[src/rtl/lfu_pkg.sv]
`timescale 1ns / 1ps

package lfu_pkg;

   // Default sizes of the table.
   localparam int LFU_CAPACITY    = 16;
   localparam int LFU_COUNT_WIDTH = 16;

   // Fixed field widths.
   localparam int KEY_WIDTH   = 32;
   localparam int VALUE_WIDTH = 32;
   localparam int LIMIT_WIDTH = 5;

   // Entry limit after reset.
   localparam logic [LIMIT_WIDTH-1:0] LIMIT_RESET = 5'd16;

   // Command codes.
   localparam logic CMD_GET = 1'b0;
   localparam logic CMD_PUT = 1'b1;

   // One request word.
   typedef struct packed {
      logic                          command;
      logic signed [KEY_WIDTH-1:0]   key;
      logic signed [VALUE_WIDTH-1:0] value;
   } req_type;

   // One response word.
   typedef struct packed {
      logic                          found;
      logic signed [VALUE_WIDTH-1:0] read_value;
      logic                          evicted;
      logic signed [KEY_WIDTH-1:0]   evicted_key;
   } rsp_type;

   // What the scan pass has seen so far.
   typedef struct packed {
      logic hit;
      logic victim;
      logic free;
   } scan_flags_type;

   // Sequencer states.
   typedef enum logic [2:0] {
      ST_IDLE,
      ST_SCAN,
      ST_DECIDE,
      ST_UPDATE,
      ST_RESP
   } state_type;

endpackage

[src/rtl/lfu_cache_table.sv]
`timescale 1ns / 1ps

// Channel    Ports                          Transfer
// request    start, busy, req_data          taken when start is high and busy is low
// response   rsp_strobe, rsp_data           one word per request, valid for one cycle
// control    csr_we, csr_wdata              entry limit, written when csr_we is high
//
// A get that misses makes a single lookup pass over the entry memory; every other
// request makes two passes, one entry read per cycle: a lookup pass, then a
// read-modify-write pass. With the limit at zero the response follows in the cycle
// after acceptance.
// The next request can be taken in the cycle of the response strobe.
// Reset is synchronous and clears the valid bits, the occupancy and the sequencer.
// The response side cannot stall.

module lfu_cache_table #(
   parameter int CAPACITY    = lfu_pkg::LFU_CAPACITY,
   parameter int COUNT_WIDTH = lfu_pkg::LFU_COUNT_WIDTH
) (
   input  logic                             clock,
   input  logic                             reset,
   input  logic                             start,
   input  lfu_pkg::req_type                 req_data,
   output logic                             busy,
   output logic                             rsp_strobe,
   output lfu_pkg::rsp_type                 rsp_data,
   input  logic                             csr_we,
   input  logic [lfu_pkg::LIMIT_WIDTH-1:0]  csr_wdata
);

   import lfu_pkg::*;

   localparam int IDX_W   = (CAPACITY > 1) ? $clog2(CAPACITY) : 1;
   localparam int CNT_W   = $clog2(CAPACITY + 1);
   localparam int LIM_W   = (CNT_W > LIMIT_WIDTH) ? CNT_W : LIMIT_WIDTH;
   localparam int ENTRY_W = KEY_WIDTH + VALUE_WIDTH + COUNT_WIDTH + IDX_W;
   localparam logic [COUNT_WIDTH-1:0] COUNT_MAX = {COUNT_WIDTH{1'b1}};

   state_type              state_ff, state_in;
   req_type                req_ff, req_in;
   rsp_type                rsp_ff, rsp_in;
   logic [LIMIT_WIDTH-1:0] cap_ff, cap_in;
   logic [CNT_W-1:0]       occ_ff, occ_in;
   logic [CAPACITY-1:0]    valid_ff, valid_in;
   logic [CNT_W-1:0]       cnt_ff, cnt_in;
   logic                   rd_vld_ff, rd_vld_in;
   logic [IDX_W-1:0]       rd_idx_ff, rd_idx_in;
   logic [IDX_W-1:0]       sp_idx_ff, sp_idx_in;
   logic                   sp_en_ff, sp_en_in;
   logic                   ins_ff, ins_in;
   logic [IDX_W-1:0]       thr_ff, thr_in;
   logic                   age_all_ff, age_all_in;

   logic                   accept;
   logic                   rd_en;
   logic [IDX_W-1:0]       rd_addr;
   logic [ENTRY_W-1:0]     rd_data;
   logic                   wr_en;
   logic [ENTRY_W-1:0]     wr_data;
   logic                   last;

   logic [KEY_WIDTH-1:0]   rd_key;
   logic [VALUE_WIDTH-1:0] rd_value;
   logic [COUNT_WIDTH-1:0] rd_count;
   logic [IDX_W-1:0]       rd_rank;

   logic [LIM_W-1:0]       cap_ext;
   logic [LIM_W-1:0]       lim;
   logic                   lim_zero;

   scan_flags_type         flags;
   logic [IDX_W-1:0]       hit_idx, hit_rank, vic_idx, vic_rank, free_idx;
   logic [VALUE_WIDTH-1:0] hit_value;
   logic [KEY_WIDTH-1:0]   vic_key;

   logic                   need_evict;
   logic                   slot_ok;
   logic [IDX_W-1:0]       slot_idx;
   logic                   upd;
   logic                   is_sp;
   logic                   age;
   logic [ENTRY_W-1:0]     sp_word;

   // Entry word layout: key, value, use count, recency rank.
   assign rd_key   = rd_data[ENTRY_W-1 -: KEY_WIDTH];
   assign rd_value = rd_data[ENTRY_W-KEY_WIDTH-1 -: VALUE_WIDTH];
   assign rd_count = rd_data[IDX_W +: COUNT_WIDTH];
   assign rd_rank  = rd_data[IDX_W-1:0];

   // Effective limit is the register clipped to the table size.
   assign cap_ext  = LIM_W'(cap_ff);
   assign lim      = (cap_ext > LIM_W'(CAPACITY)) ? LIM_W'(CAPACITY) : cap_ext;
   assign lim_zero = (lim == '0);

   assign accept = start && !busy;
   assign last   = rd_vld_ff && (rd_idx_ff == IDX_W'(CAPACITY - 1));

   lfu_entry_ram #(
      .DEPTH (CAPACITY),
      .WIDTH (ENTRY_W)
   ) u_ram (
      .clock   (clock),
      .wr_en   (wr_en),
      .wr_addr (rd_idx_ff),
      .wr_data (wr_data),
      .rd_en   (rd_en),
      .rd_addr (rd_addr),
      .rd_data (rd_data)
   );

   lfu_scan #(
      .CAPACITY    (CAPACITY),
      .COUNT_WIDTH (COUNT_WIDTH)
   ) u_scan (
      .clock       (clock),
      .clear       (accept),
      .sample      ((state_ff == ST_SCAN) && rd_vld_ff),
      .idx         (rd_idx_ff),
      .entry_valid (valid_ff[rd_idx_ff]),
      .entry_key   (rd_key),
      .entry_value (rd_value),
      .entry_count (rd_count),
      .entry_rank  (rd_rank),
      .lookup_key  (req_ff.key),
      .flags       (flags),
      .hit_idx     (hit_idx),
      .hit_value   (hit_value),
      .hit_rank    (hit_rank),
      .vic_idx     (vic_idx),
      .vic_key     (vic_key),
      .vic_rank    (vic_rank),
      .free_idx    (free_idx)
   );

   // Next state.
   always_comb begin
      state_in = state_ff;
      case (state_ff)
         ST_IDLE, ST_RESP: begin
            if (accept) begin
               state_in = lim_zero ? ST_RESP : ST_SCAN;
            end else begin
               state_in = ST_IDLE;
            end
         end
         ST_SCAN: begin
            if (last) begin
               state_in = ST_DECIDE;
            end
         end
         ST_DECIDE: begin
            if (flags.hit || (req_ff.command == CMD_PUT)) begin
               state_in = ST_UPDATE;
            end else begin
               state_in = ST_RESP;
            end
         end
         ST_UPDATE: begin
            if (last) begin
               state_in = ST_RESP;
            end
         end
         default: state_in = ST_IDLE;
      endcase
   end

   // Sequencer outputs.
   always_comb begin
      busy       = 1'b0;
      rsp_strobe = 1'b0;
      rd_en      = 1'b0;
      case (state_ff)
         ST_IDLE: begin
         end
         ST_SCAN, ST_UPDATE: begin
            busy  = 1'b1;
            rd_en = (cnt_ff < CNT_W'(CAPACITY));
         end
         ST_DECIDE: begin
            busy = 1'b1;
         end
         ST_RESP: begin
            rsp_strobe = 1'b1;
         end
         default: begin
         end
      endcase
   end

   assign rd_addr = cnt_ff[IDX_W-1:0];

   // Read address counter and the tag that follows the read data.
   always_comb begin
      cnt_in    = cnt_ff;
      rd_vld_in = rd_en;
      rd_idx_in = rd_addr;
      if (accept || (state_ff == ST_DECIDE)) begin
         cnt_in = '0;
      end else if (rd_en) begin
         cnt_in = cnt_ff + CNT_W'(1);
      end
   end

   // Victim and free slot choice for a put that misses.
   always_comb begin
      need_evict = (LIM_W'(occ_ff) >= lim) && flags.victim;
      slot_ok    = 1'b0;
      slot_idx   = free_idx;
      if (need_evict) begin
         slot_ok = 1'b1;
         if (!(flags.free && (free_idx < vic_idx))) begin
            slot_idx = vic_idx;
         end
      end else if (flags.free) begin
         slot_ok = 1'b1;
      end
   end

   // Decision after the lookup pass: response word, bookkeeping, update plan.
   always_comb begin
      req_in     = req_ff;
      rsp_in     = rsp_ff;
      cap_in     = cap_ff;
      occ_in     = occ_ff;
      valid_in   = valid_ff;
      sp_idx_in  = sp_idx_ff;
      sp_en_in   = sp_en_ff;
      ins_in     = ins_ff;
      thr_in     = thr_ff;
      age_all_in = age_all_ff;
      if (csr_we) begin
         cap_in = csr_wdata;
      end
      if (accept) begin
         req_in = req_data;
         rsp_in = '0;
      end
      if (state_ff == ST_DECIDE) begin
         if (flags.hit) begin
            rsp_in.found      = 1'b1;
            rsp_in.read_value = (req_ff.command == CMD_GET) ? hit_value : '0;
            sp_idx_in         = hit_idx;
            sp_en_in          = 1'b1;
            ins_in            = 1'b0;
            thr_in            = hit_rank;
            age_all_in        = 1'b0;
         end else if (req_ff.command == CMD_PUT) begin
            rsp_in.evicted     = need_evict;
            rsp_in.evicted_key = need_evict ? vic_key : '0;
            sp_idx_in          = slot_idx;
            sp_en_in           = slot_ok;
            ins_in             = 1'b1;
            thr_in             = vic_rank;
            age_all_in         = !need_evict;
            if (need_evict) begin
               valid_in[vic_idx] = 1'b0;
            end
            if (slot_ok) begin
               valid_in[slot_idx] = 1'b1;
            end
            occ_in = occ_ff - CNT_W'(need_evict) + CNT_W'(slot_ok);
         end
      end
   end

   // Write-back pass: rewrite the touched or new entry, age the newer ones.
   always_comb begin
      upd = (state_ff == ST_UPDATE) && rd_vld_ff;
      is_sp = sp_en_ff && (rd_idx_ff == sp_idx_ff);
      age = valid_ff[rd_idx_ff] && (age_all_ff || (rd_rank < thr_ff));
      sp_word = {ins_ff ? req_ff.key : rd_key,
                 (req_ff.command == CMD_PUT) ? req_ff.value : rd_value,
                 ins_ff ? COUNT_WIDTH'(1) :
                    ((rd_count == COUNT_MAX) ? rd_count : rd_count + COUNT_WIDTH'(1)),
                 IDX_W'(0)};
      wr_en = upd && (is_sp || age);
      wr_data = is_sp ? sp_word : {rd_key, rd_value, rd_count, rd_rank + IDX_W'(1)};
   end

   // Control registers.
   always_ff @(posedge clock) begin
      if (reset) begin
         state_ff  <= ST_IDLE;
         cap_ff    <= LIMIT_RESET;
         occ_ff    <= '0;
         valid_ff  <= '0;
         cnt_ff    <= '0;
         rd_vld_ff <= 1'b0;
      end else begin
         state_ff  <= state_in;
         cap_ff    <= cap_in;
         occ_ff    <= occ_in;
         valid_ff  <= valid_in;
         cnt_ff    <= cnt_in;
         rd_vld_ff <= rd_vld_in;
      end
   end

   // Payload registers.
   always_ff @(posedge clock) begin
      req_ff     <= req_in;
      rsp_ff     <= rsp_in;
      rd_idx_ff  <= rd_idx_in;
      sp_idx_ff  <= sp_idx_in;
      sp_en_ff   <= sp_en_in;
      ins_ff     <= ins_in;
      thr_ff     <= thr_in;
      age_all_ff <= age_all_in;
   end

   assign rsp_data = rsp_ff;

endmodule

[src/rtl/lfu_entry_ram.sv]
`timescale 1ns / 1ps

module lfu_entry_ram #(
   parameter int DEPTH = 16,
   parameter int WIDTH = 84
) (
   input  logic                                        clock,
   input  logic                                        wr_en,
   input  logic [((DEPTH > 1) ? $clog2(DEPTH) : 1)-1:0] wr_addr,
   input  logic [WIDTH-1:0]                            wr_data,
   input  logic                                        rd_en,
   input  logic [((DEPTH > 1) ? $clog2(DEPTH) : 1)-1:0] rd_addr,
   output logic [WIDTH-1:0]                            rd_data
);

   logic [WIDTH-1:0] mem [DEPTH];

   // Write port.
   always_ff @(posedge clock) begin
      if (wr_en) begin
         mem[wr_addr] <= wr_data;
      end
   end

   // Registered read port.
   always_ff @(posedge clock) begin
      if (rd_en) begin
         rd_data <= mem[rd_addr];
      end
   end

endmodule

[src/rtl/lfu_scan.sv]
`timescale 1ns / 1ps

module lfu_scan #(
   parameter int CAPACITY    = 16,
   parameter int COUNT_WIDTH = 16
) (
   input  logic                                              clock,
   input  logic                                              clear,
   input  logic                                              sample,
   input  logic [((CAPACITY > 1) ? $clog2(CAPACITY) : 1)-1:0] idx,
   input  logic                                              entry_valid,
   input  logic [lfu_pkg::KEY_WIDTH-1:0]                     entry_key,
   input  logic [lfu_pkg::VALUE_WIDTH-1:0]                   entry_value,
   input  logic [COUNT_WIDTH-1:0]                            entry_count,
   input  logic [((CAPACITY > 1) ? $clog2(CAPACITY) : 1)-1:0] entry_rank,
   input  logic [lfu_pkg::KEY_WIDTH-1:0]                     lookup_key,
   output lfu_pkg::scan_flags_type                           flags,
   output logic [((CAPACITY > 1) ? $clog2(CAPACITY) : 1)-1:0] hit_idx,
   output logic [lfu_pkg::VALUE_WIDTH-1:0]                   hit_value,
   output logic [((CAPACITY > 1) ? $clog2(CAPACITY) : 1)-1:0] hit_rank,
   output logic [((CAPACITY > 1) ? $clog2(CAPACITY) : 1)-1:0] vic_idx,
   output logic [lfu_pkg::KEY_WIDTH-1:0]                     vic_key,
   output logic [((CAPACITY > 1) ? $clog2(CAPACITY) : 1)-1:0] vic_rank,
   output logic [((CAPACITY > 1) ? $clog2(CAPACITY) : 1)-1:0] free_idx
);

   import lfu_pkg::*;

   localparam int IDX_W = (CAPACITY > 1) ? $clog2(CAPACITY) : 1;

   scan_flags_type           flags_ff, flags_in;
   logic [IDX_W-1:0]         hit_idx_ff, hit_idx_in;
   logic [VALUE_WIDTH-1:0]   hit_value_ff, hit_value_in;
   logic [IDX_W-1:0]         hit_rank_ff, hit_rank_in;
   logic [IDX_W-1:0]         vic_idx_ff, vic_idx_in;
   logic [KEY_WIDTH-1:0]     vic_key_ff, vic_key_in;
   logic [COUNT_WIDTH-1:0]   vic_count_ff, vic_count_in;
   logic [IDX_W-1:0]         vic_rank_ff, vic_rank_in;
   logic [IDX_W-1:0]         free_idx_ff, free_idx_in;
   logic                     better;

   // An entry beats the current victim on a lower count, or on an equal count and older rank.
   assign better = (entry_count < vic_count_ff) ||
                   ((entry_count == vic_count_ff) && (entry_rank > vic_rank_ff));

   // Fold one entry into the running hit, victim and free-slot records.
   always_comb begin
      flags_in     = flags_ff;
      hit_idx_in   = hit_idx_ff;
      hit_value_in = hit_value_ff;
      hit_rank_in  = hit_rank_ff;
      vic_idx_in   = vic_idx_ff;
      vic_key_in   = vic_key_ff;
      vic_count_in = vic_count_ff;
      vic_rank_in  = vic_rank_ff;
      free_idx_in  = free_idx_ff;
      if (clear) begin
         flags_in = '0;
      end else if (sample) begin
         if (entry_valid) begin
            if (entry_key == lookup_key) begin
               flags_in.hit = 1'b1;
               hit_idx_in   = idx;
               hit_value_in = entry_value;
               hit_rank_in  = entry_rank;
            end
            if (!flags_ff.victim || better) begin
               flags_in.victim = 1'b1;
               vic_idx_in      = idx;
               vic_key_in      = entry_key;
               vic_count_in    = entry_count;
               vic_rank_in     = entry_rank;
            end
         end else if (!flags_ff.free) begin
            flags_in.free = 1'b1;
            free_idx_in   = idx;
         end
      end
   end

   always_ff @(posedge clock) begin
      flags_ff     <= flags_in;
      hit_idx_ff   <= hit_idx_in;
      hit_value_ff <= hit_value_in;
      hit_rank_ff  <= hit_rank_in;
      vic_idx_ff   <= vic_idx_in;
      vic_key_ff   <= vic_key_in;
      vic_count_ff <= vic_count_in;
      vic_rank_ff  <= vic_rank_in;
      free_idx_ff  <= free_idx_in;
   end

   assign flags     = flags_ff;
   assign hit_idx   = hit_idx_ff;
   assign hit_value = hit_value_ff;
   assign hit_rank  = hit_rank_ff;
   assign vic_idx   = vic_idx_ff;
   assign vic_key   = vic_key_ff;
   assign vic_rank  = vic_rank_ff;
   assign free_idx  = free_idx_ff;

endmodule
[config.mk]
export PLATFORM = sky130hd
export DESIGN_NAME = lfu_cache_table
export DESIGN_NICKNAME = d
export VERILOG_FILES = /design/src/rtl/lfu_pkg.sv /design/src/rtl/lfu_cache_table.sv /design/src/rtl/lfu_entry_ram.sv /design/src/rtl/lfu_scan.sv
export SDC_FILE = /design/constraint.sdc
export NUM_CORES = 2
export LEC_CHECK = 0
export BUFFER_PORTS_ARGS = -buffer_cell sky130_fd_sc_hd__buf_2
export CAP_MARGIN = 20
export CORE_MARGIN = 3
export CORE_UTILIZATION = 45
export DETAILED_ROUTE_END_ITERATION = 7
export SYNTH_ARGS = -nofsm -noshare
export SYNTH_HDL_FRONTEND = slang
export SYNTH_SLANG_ARGS = --single-unit
[constraint.sdc]
create_clock -name clock -period 12.2 [get_ports clock]
set_input_delay 0 -clock clock [delete_from_list [all_inputs] [get_ports clock]]
set_output_delay 0 -clock clock [all_outputs]
set_load 0.02 [all_outputs]
# [Word-level counts from Yosys, hierarchy flattened]
# Memories as Yosys holds them, arrays and structs flattened. A register that Yosys moved wholly into a read port is not among the register bits.
# Index checks and enable logic that the tools add are counted.
[word_totals] reg_bits=284 latchBits=0 ram_bits=1344 rom_bits=0 in_bits=74 out_inout_bits=68 word_cells=149 memories=1
[mem_list] name="u_ram.mem" depth=16 word_bits=84 rd=1 rd_ports_with_merged_regs=1 write_ports=1 line="lfu_entry_ram.sv:16" source="logic [WIDTH-1:0] mem [DEPTH];"
[classes] addsub=5 mul=0 div=0 order_cmp=12 n_eq_ne=11 shift=0 mux=46 bitwise_logic=7 reduce_logical=37
[ops] operator="two-way mux 66 bit" n=2
[ops] operator="two-way mux 32 bit" n=4
[ops] operator="two-way mux 16 bit" n=7
[ops] operator="two-way mux 33 bit" n=3
[ops] operator="two-way mux 84 bit" n=1
[ops] operator="equality test 32 bit" n=1
[ops] operator="two-way mux 4 bit" n=6
[ops] operator="adder 16 x 1 -> 16 bit, second input constant" n=1
[ops] operator="AND 16 bit" n=1
[ops] operator="equality test 16 bit" n=1
[ops] operator="equality test 16 bit, second input constant" n=1
[ops] operator="< comparator 16 bit" n=1
[ops] operator="inverter 16 bit" n=1
[ops] operator="OR 16 bit" n=1
[ops] operator="< comparator 4 x 5 -> 1 bit, second input constant" n=3
[ops] operator="two-way mux 3 bit" n=5
[ops] operator="two-way mux 1 bit" n=13
[ops] operator="logical AND 1 bit" n=12
[ops] operator="one-hot mux 3 bit (4 select lines)" n=1
[ops] operator="AND reduction 4 bit" n=3
[ops] operator="AND reduction 3 bit" n=3
[ops] operator="demux 1 bit (select 4 bit)" n=2
[ops] operator="greater-or-equal comparator 4 x 1 -> 1 bit, second input constant" n=2
[ops] operator="< comparator 4 bit" n=2
[ops] operator="other kinds (25)" n=41

# [Logic depth before layout (Yosys ltp)]
[logic_depth] word_depth=12 ltp_mapped=15 mapped_depth_nobuf=15

# [Modules after synthesis]
# A second synthesis with hierarchy kept.
[unflattened] cells_unflattened=3071 hier_area_um2=65132.5
[by_module_without_submodules] mod="lfu_entry_ram" n_inst=1 cells_each=2154 area_each_um2=52893.2 seq_area_each_um2=42881.1
[by_module_without_submodules] mod="lfu_cache_table" n_inst=1 cells_each=689 area_each_um2=8249.2 seq_area_each_um2=4384.2
[by_module_without_submodules] mod="lfu_scan" n_inst=1 cells_each=228 area_each_um2=3990.1 seq_area_each_um2=3062.9

# [Worst setup path after synthesis]
# No wires, ideal clock.
[synth_timing] kind="register to register" start="register u_ram.rd_data[1] (read register of u_ram.mem)" end="memory u_ram.mem[1][0], enable pin" setup_ns=0.733 arrival_time_ns=9.462 t_required_ns=11.467 setup_slack_ns=2.005 path_stages_with_launch=7 n_path_buf=0 period_less_slack_ns=10.195 cell_sequence="edfxtp_1 > ha_1 > a21o_1 > a211oi_1 > o31a_1 > o2111ai_4 > nor4_1"
[synth_between] elab_chain_len=7
[synth_rtl] item="from (decl)" line="lfu_entry_ram.sv:13" source="output logic [WIDTH-1:0] rd_data"
[synth_rtl] item="< comparator 4 bit" line="lfu_cache_table.sv:270" source="age = valid_ff[rd_idx_ff] && (age_all_ff || (rd_rank < thr_ff));"
[synth_rtl] item="logical OR 1 bit" line="lfu_cache_table.sv:270"
[synth_rtl] item="logical AND 1 bit" line="lfu_cache_table.sv:270"
[synth_rtl] item="logical OR 1 bit" line="lfu_cache_table.sv:276" source="wr_en = upd && (is_sp || age);"
[synth_rtl] item="logical AND 1 bit" line="lfu_cache_table.sv:276"
[synth_rtl] item="two-way mux 1 bit" line="lfu_entry_ram.sv:20" source="if (wr_en) begin"
[synth_rtl] item="two-way mux 1 bit (not written as such)" line="lfu_entry_ram.sv:21" source="mem[wr_addr] <= wr_data;"
[synth_rtl] item="to (decl)" line="lfu_entry_ram.sv:16"
# Every way passes these cells.

# [Worst setup path in the final report]
[layout_timing] start="register rd_idx_ff[1]" end="memory u_ram.mem[7][77], enable pin"
[layout_between] elab_chain_len=7 elab_cells_between_ends=9 classes_between="1 x eq/ne; 4 x mux; 4 x reduce/logical"
[layout_rtl] item="from (decl)" line="lfu_cache_table.sv:47" source="logic [IDX_W-1:0] rd_idx_ff, rd_idx_in;"
[layout_rtl] item="from (signal assigned)" line="lfu_cache_table.sv:303" source="rd_idx_ff <= rd_idx_in;"
[layout_rtl] item="binary-select mux 1 bit (select 4 bit)" line="lfu_cache_table.sv:270"
[layout_rtl] item="two-way mux 1 bit (not written as such)" line="lfu_cache_table.sv:270"
[layout_rtl] item="logical AND 1 bit" line="lfu_cache_table.sv:270"
[layout_rtl] item="logical OR 1 bit" line="lfu_cache_table.sv:276"
[layout_rtl] item="logical AND 1 bit" line="lfu_cache_table.sv:276"
[layout_rtl] item="two-way mux 1 bit" line="lfu_entry_ram.sv:20"
[layout_rtl] item="two-way mux 1 bit (not written as such)" line="lfu_entry_ram.sv:21"
# Parallel ways exist; a longest one is shown, timed or not. The select of a mux whose other input is x is not followed.

==> results.yml <==
power_and_ir_drop:
  pwr-share-comb_pct: 3.6
  switching_share_pct: 20.3
  p_int_mw: 9.81
  irDropWorstVdd_v: 0.000114
  pwr_density_cell_nw_per_um2: 163
  p_clk_share_pct: 43.3
  power.switching_mw: 2.51
  seqPwrFrac_pct: 53.1
  power.leakage_nw: 23.9
setup_path:
  critPathBufInv: 3
  worstSetupPathType: "flop to flop"
  cp_slowest_cell: "buf_4"
  cp-start-kind: "flop"
  required_ps: 12590
  crit_path_cell_trace: "inv_2 -> a22o_1 -> nor4_4 -> o2111ai_4 -> nor3_2 -> buf_4 -> buf_4"
  rr_startpoint: "rd_idx_ff[1]"
  end_kind: "flop"
  arrival_ps: 5230
  cp-startpoint: "rd_idx_ff[1]"
  crit_family: "buffers and inverters"
  regToRegSetupSlack_ps: 7350
  crit_fanout: 45
  slowest_delay_ps: 800
  cpMostUsedCell: "buf_4"
cells_and_area:
  antenna_cells: 0
  nets: 3449
  final_cell_mix: "1604 x edfxtp_1, 422 x mux4_2, 175 x clkbuf_16, 150 x dlygate4sd3_1, 142 x nand2_1"
  layout_commonest_cell: "edfxtp_1"
  fillers: 10900
  finalInstanceArea_sq_um: 75400
  layout-drive-gt1-share_pct: 27.4
  final_core_util_pct: 52.9
  area_delta_synth_final_pct: 16.2
hold_path:
  hp-class: "input pin to flop"
  min-delay-start: "reset"
timing:
  finalHoldViolCount: 0
  fin_ws_ps: 7350
  rsz0062_at_grt: "no"
  timing.final.crit_share_pct: 39.7
  period_needed_ps: 4850
  fin_skew_ps: 34.2
  whs_ps: 198
  finalMaxSlewViolations: 0
  slew_headroom_pct: 23.2
  fin_setup_tns_ps: 0
  setup_viol: 0
  timing.fmax_ghz: 0.206
  worstMarginPinSlew_ps: 1150
logic_synthesis:
  synthMuxAreaShare_pct: 15.5
  postSynth.asyncResetShare_pct: 0
  synth_compound_gate_area_share_pct: 2.09
  synth-simple-area-share_pct: 2.18
  synthCells: 2947
  synth_cell_types: 57
  synthAdderAreaFrac_pct: 0.783
  ys_ff_latch: 1712
  yosysWarnings: 0
  syn_nets: 3061
  synth_top_family_by_area: "multiplexers"
  netlist_area_sq_um: 64900
  synth_ff_type: "edfxtp_1"
  synth-xor-area-share_pct: 0.715
  synth_enable_flop_cells: 1604
  ys_seq_area_share_pct: 77.5
  syn_avg_cell_area_sq_um: 22.0
flow_run:
  cap_violations: 0
detailed_routing:
  ant_nets: 0
  vias_per_cell: 5.79
  wl_per_cell_microns: 27.9
  drc: 0
  routed_wl_microns: 150000
  vias: 31100
  drt_first_pass_iters: 5
  drt_iter0_markers: 3025
clock_network:
  clock_path_buffers: 3
  numCtsBuffers: 173
  path_clk_slew_ps: 60
  cts_tree: "built"
  htreeDepth: 4
  cts_num_sinks: 1712
  root_buffer: "clkbuf_16"
  clock_latency_ps: 790
grt:
  grt.total_usage_pct: 20.5
  first_global_vias: 32600
  antenna_found_initial: 2
  grt_max_degree: 157
  grt_overflow: 0
  grt_first_pass_wirelength_microns: 222000
placement:
  hpwl_microns: 78600
  dp_slack_ps: 7380
  dpl_cell_area_sq_um: 68000
  routabilityCongestion: 0.785
  io_buffers: 141
floorplan:
  start_util_pct: 45.6
  ios: 142
  core-area_sq_um: 142000
  die-area_sq_um: 149000
  die_w_microns: 386
  rows: 138
  die_y_microns: 386
run_status:
  status: "complete, no violations"
tightest hold or removal path, delay by kind of cell:
kind          cells  cell delay (ps)
simple gates      1              140
buf+inv           2              770
state kept, by name (all words and copies together) (netlist names), 4 cells and up:
register	cells
u_scan.hit_idx	4
sp_idx_ff	4
cnt_ff	5
u_ram.mem	1344
rd_idx_ff	4
u_ram.rd_data	84
occ_ff	5
u_scan.hit_value	32
u_scan.free_idx	4
u_scan.hit_rank	4
u_scan.vic_idx	4
rsp_data	66
req_ff	65
u_scan.vic_key	32
u_scan.vic_rank	4
valid_ff	16
cap_ext	5
thr_ff	4
u_scan.vic_count_ff	16
kinds of logic (layout without fill, tap and decap cells):
logic type / Yosys count / in the layout
and+or+nand+nor: 303 / 303
xor gates and xnor gates: 53 / 53
other: 1 / 1
buffers and inverters: 186 / 718
DFF: 1712 / 1712
AOI/OAI and AO/OA: 183 / 183
muxes: 469 / 469
adders and majority gates: 40 / 40
path summary, 6_finish.rpt:
path / to / cells after the start
worst max register to register: u_ram.mem[7][77] / 7
worst min register to register: rsp_data[32] / 2
worst min-delay path: state_ff[2] / 3
worst max-delay path: u_ram.mem[7][77] / 7
cell usage after synthesis, types with 24 or more instances:
| library cell | count | area share, % |
|---|---|---|
| a21oi_1 | 30 | 0.23 |
| ha_1 | 39 | 0.75 |
| nor2_1 | 50 | 0.29 |
| nor4_1 | 28 | 0.27 |
| o21ai_0 | 24 | 0.19 |
| mux4_2 | 422 | 15 |
| inv_1 | 43 | 0.25 |
| xor2_1 | 36 | 0.49 |
| dfxtp_1 | 108 | 3.3 |
| a22o_1 | 65 | 0.88 |
| clkbuf_1 | 96 | 0.56 |
| buf_2 | 30 | 0.23 |
| edfxtp_1 | 1604 | 74 |
| mux2_2 | 35 | 0.61 |
| nand2_1 | 143 | 0.83 |
per-stage QoR:
stage                     instances  power [mW]
after floorplan                2947        6.92
after global placement         4892        7.06
after detailed placement       4892        7.08
after CTS                      5361        12.4
after global routing           5369        12.7
final                          5369        12.3
per-layer routing:
layer / global-route usage, % / wire length (microns) / up-vias
li1: - / - / 13100
met1: 29.7 / 65800 / 16800
met2: 32.7 / 73000 / 997
met3: 3.29 / 8070 / 200
met4: 5.24 / 3110 / 0
met5: 0 / 0 / -
power by group through the flow:
| stage | clock [mW] | sequential [mW] | combinational (mW) |
|---|---|---|---|
| 6_report | 5.33 | 6.54 | 0.450 |
| 5_1_grt | 5.69 | 6.54 | 0.491 |
| 4_1_cts | 5.45 | 6.54 | 0.453 |
| 3_5_place_dp | 0 | 6.66 | 0.413 |
| 3_3_place_gp | 0 | 6.66 | 0.398 |
| 2_1_floorplan | 0 | 6.63 | 0.291 |
timing repair:
| item | 4_1_cts | 5_1_grt |
|---|---|---|
| hold buffers | 150 | 0 |
| buffers inserted | 0 | 0 |
| endpoints found under the hold margin | 92 | 0 |
| gates resized for setup | 0 | 0 |
cell type report:
| class | count | area [sq um] | area share [%] |
|---|---|---|---|
| clock buffer | 229 | 4740 | 6.29 |
| tap | 1890 | 2360 | 3.14 |
| multi-input combinational | 1049 | 14000 | 18.5 |
| sequential | 1712 | 50300 | 66.8 |
| timing repair buffer | 355 | 2770 | 3.67 |
| clock inverter | 90 | 1040 | 1.38 |
| inverter | 44 | 168 | 0.222 |
No activity file was read; power rests on OpenSTA's default activity.
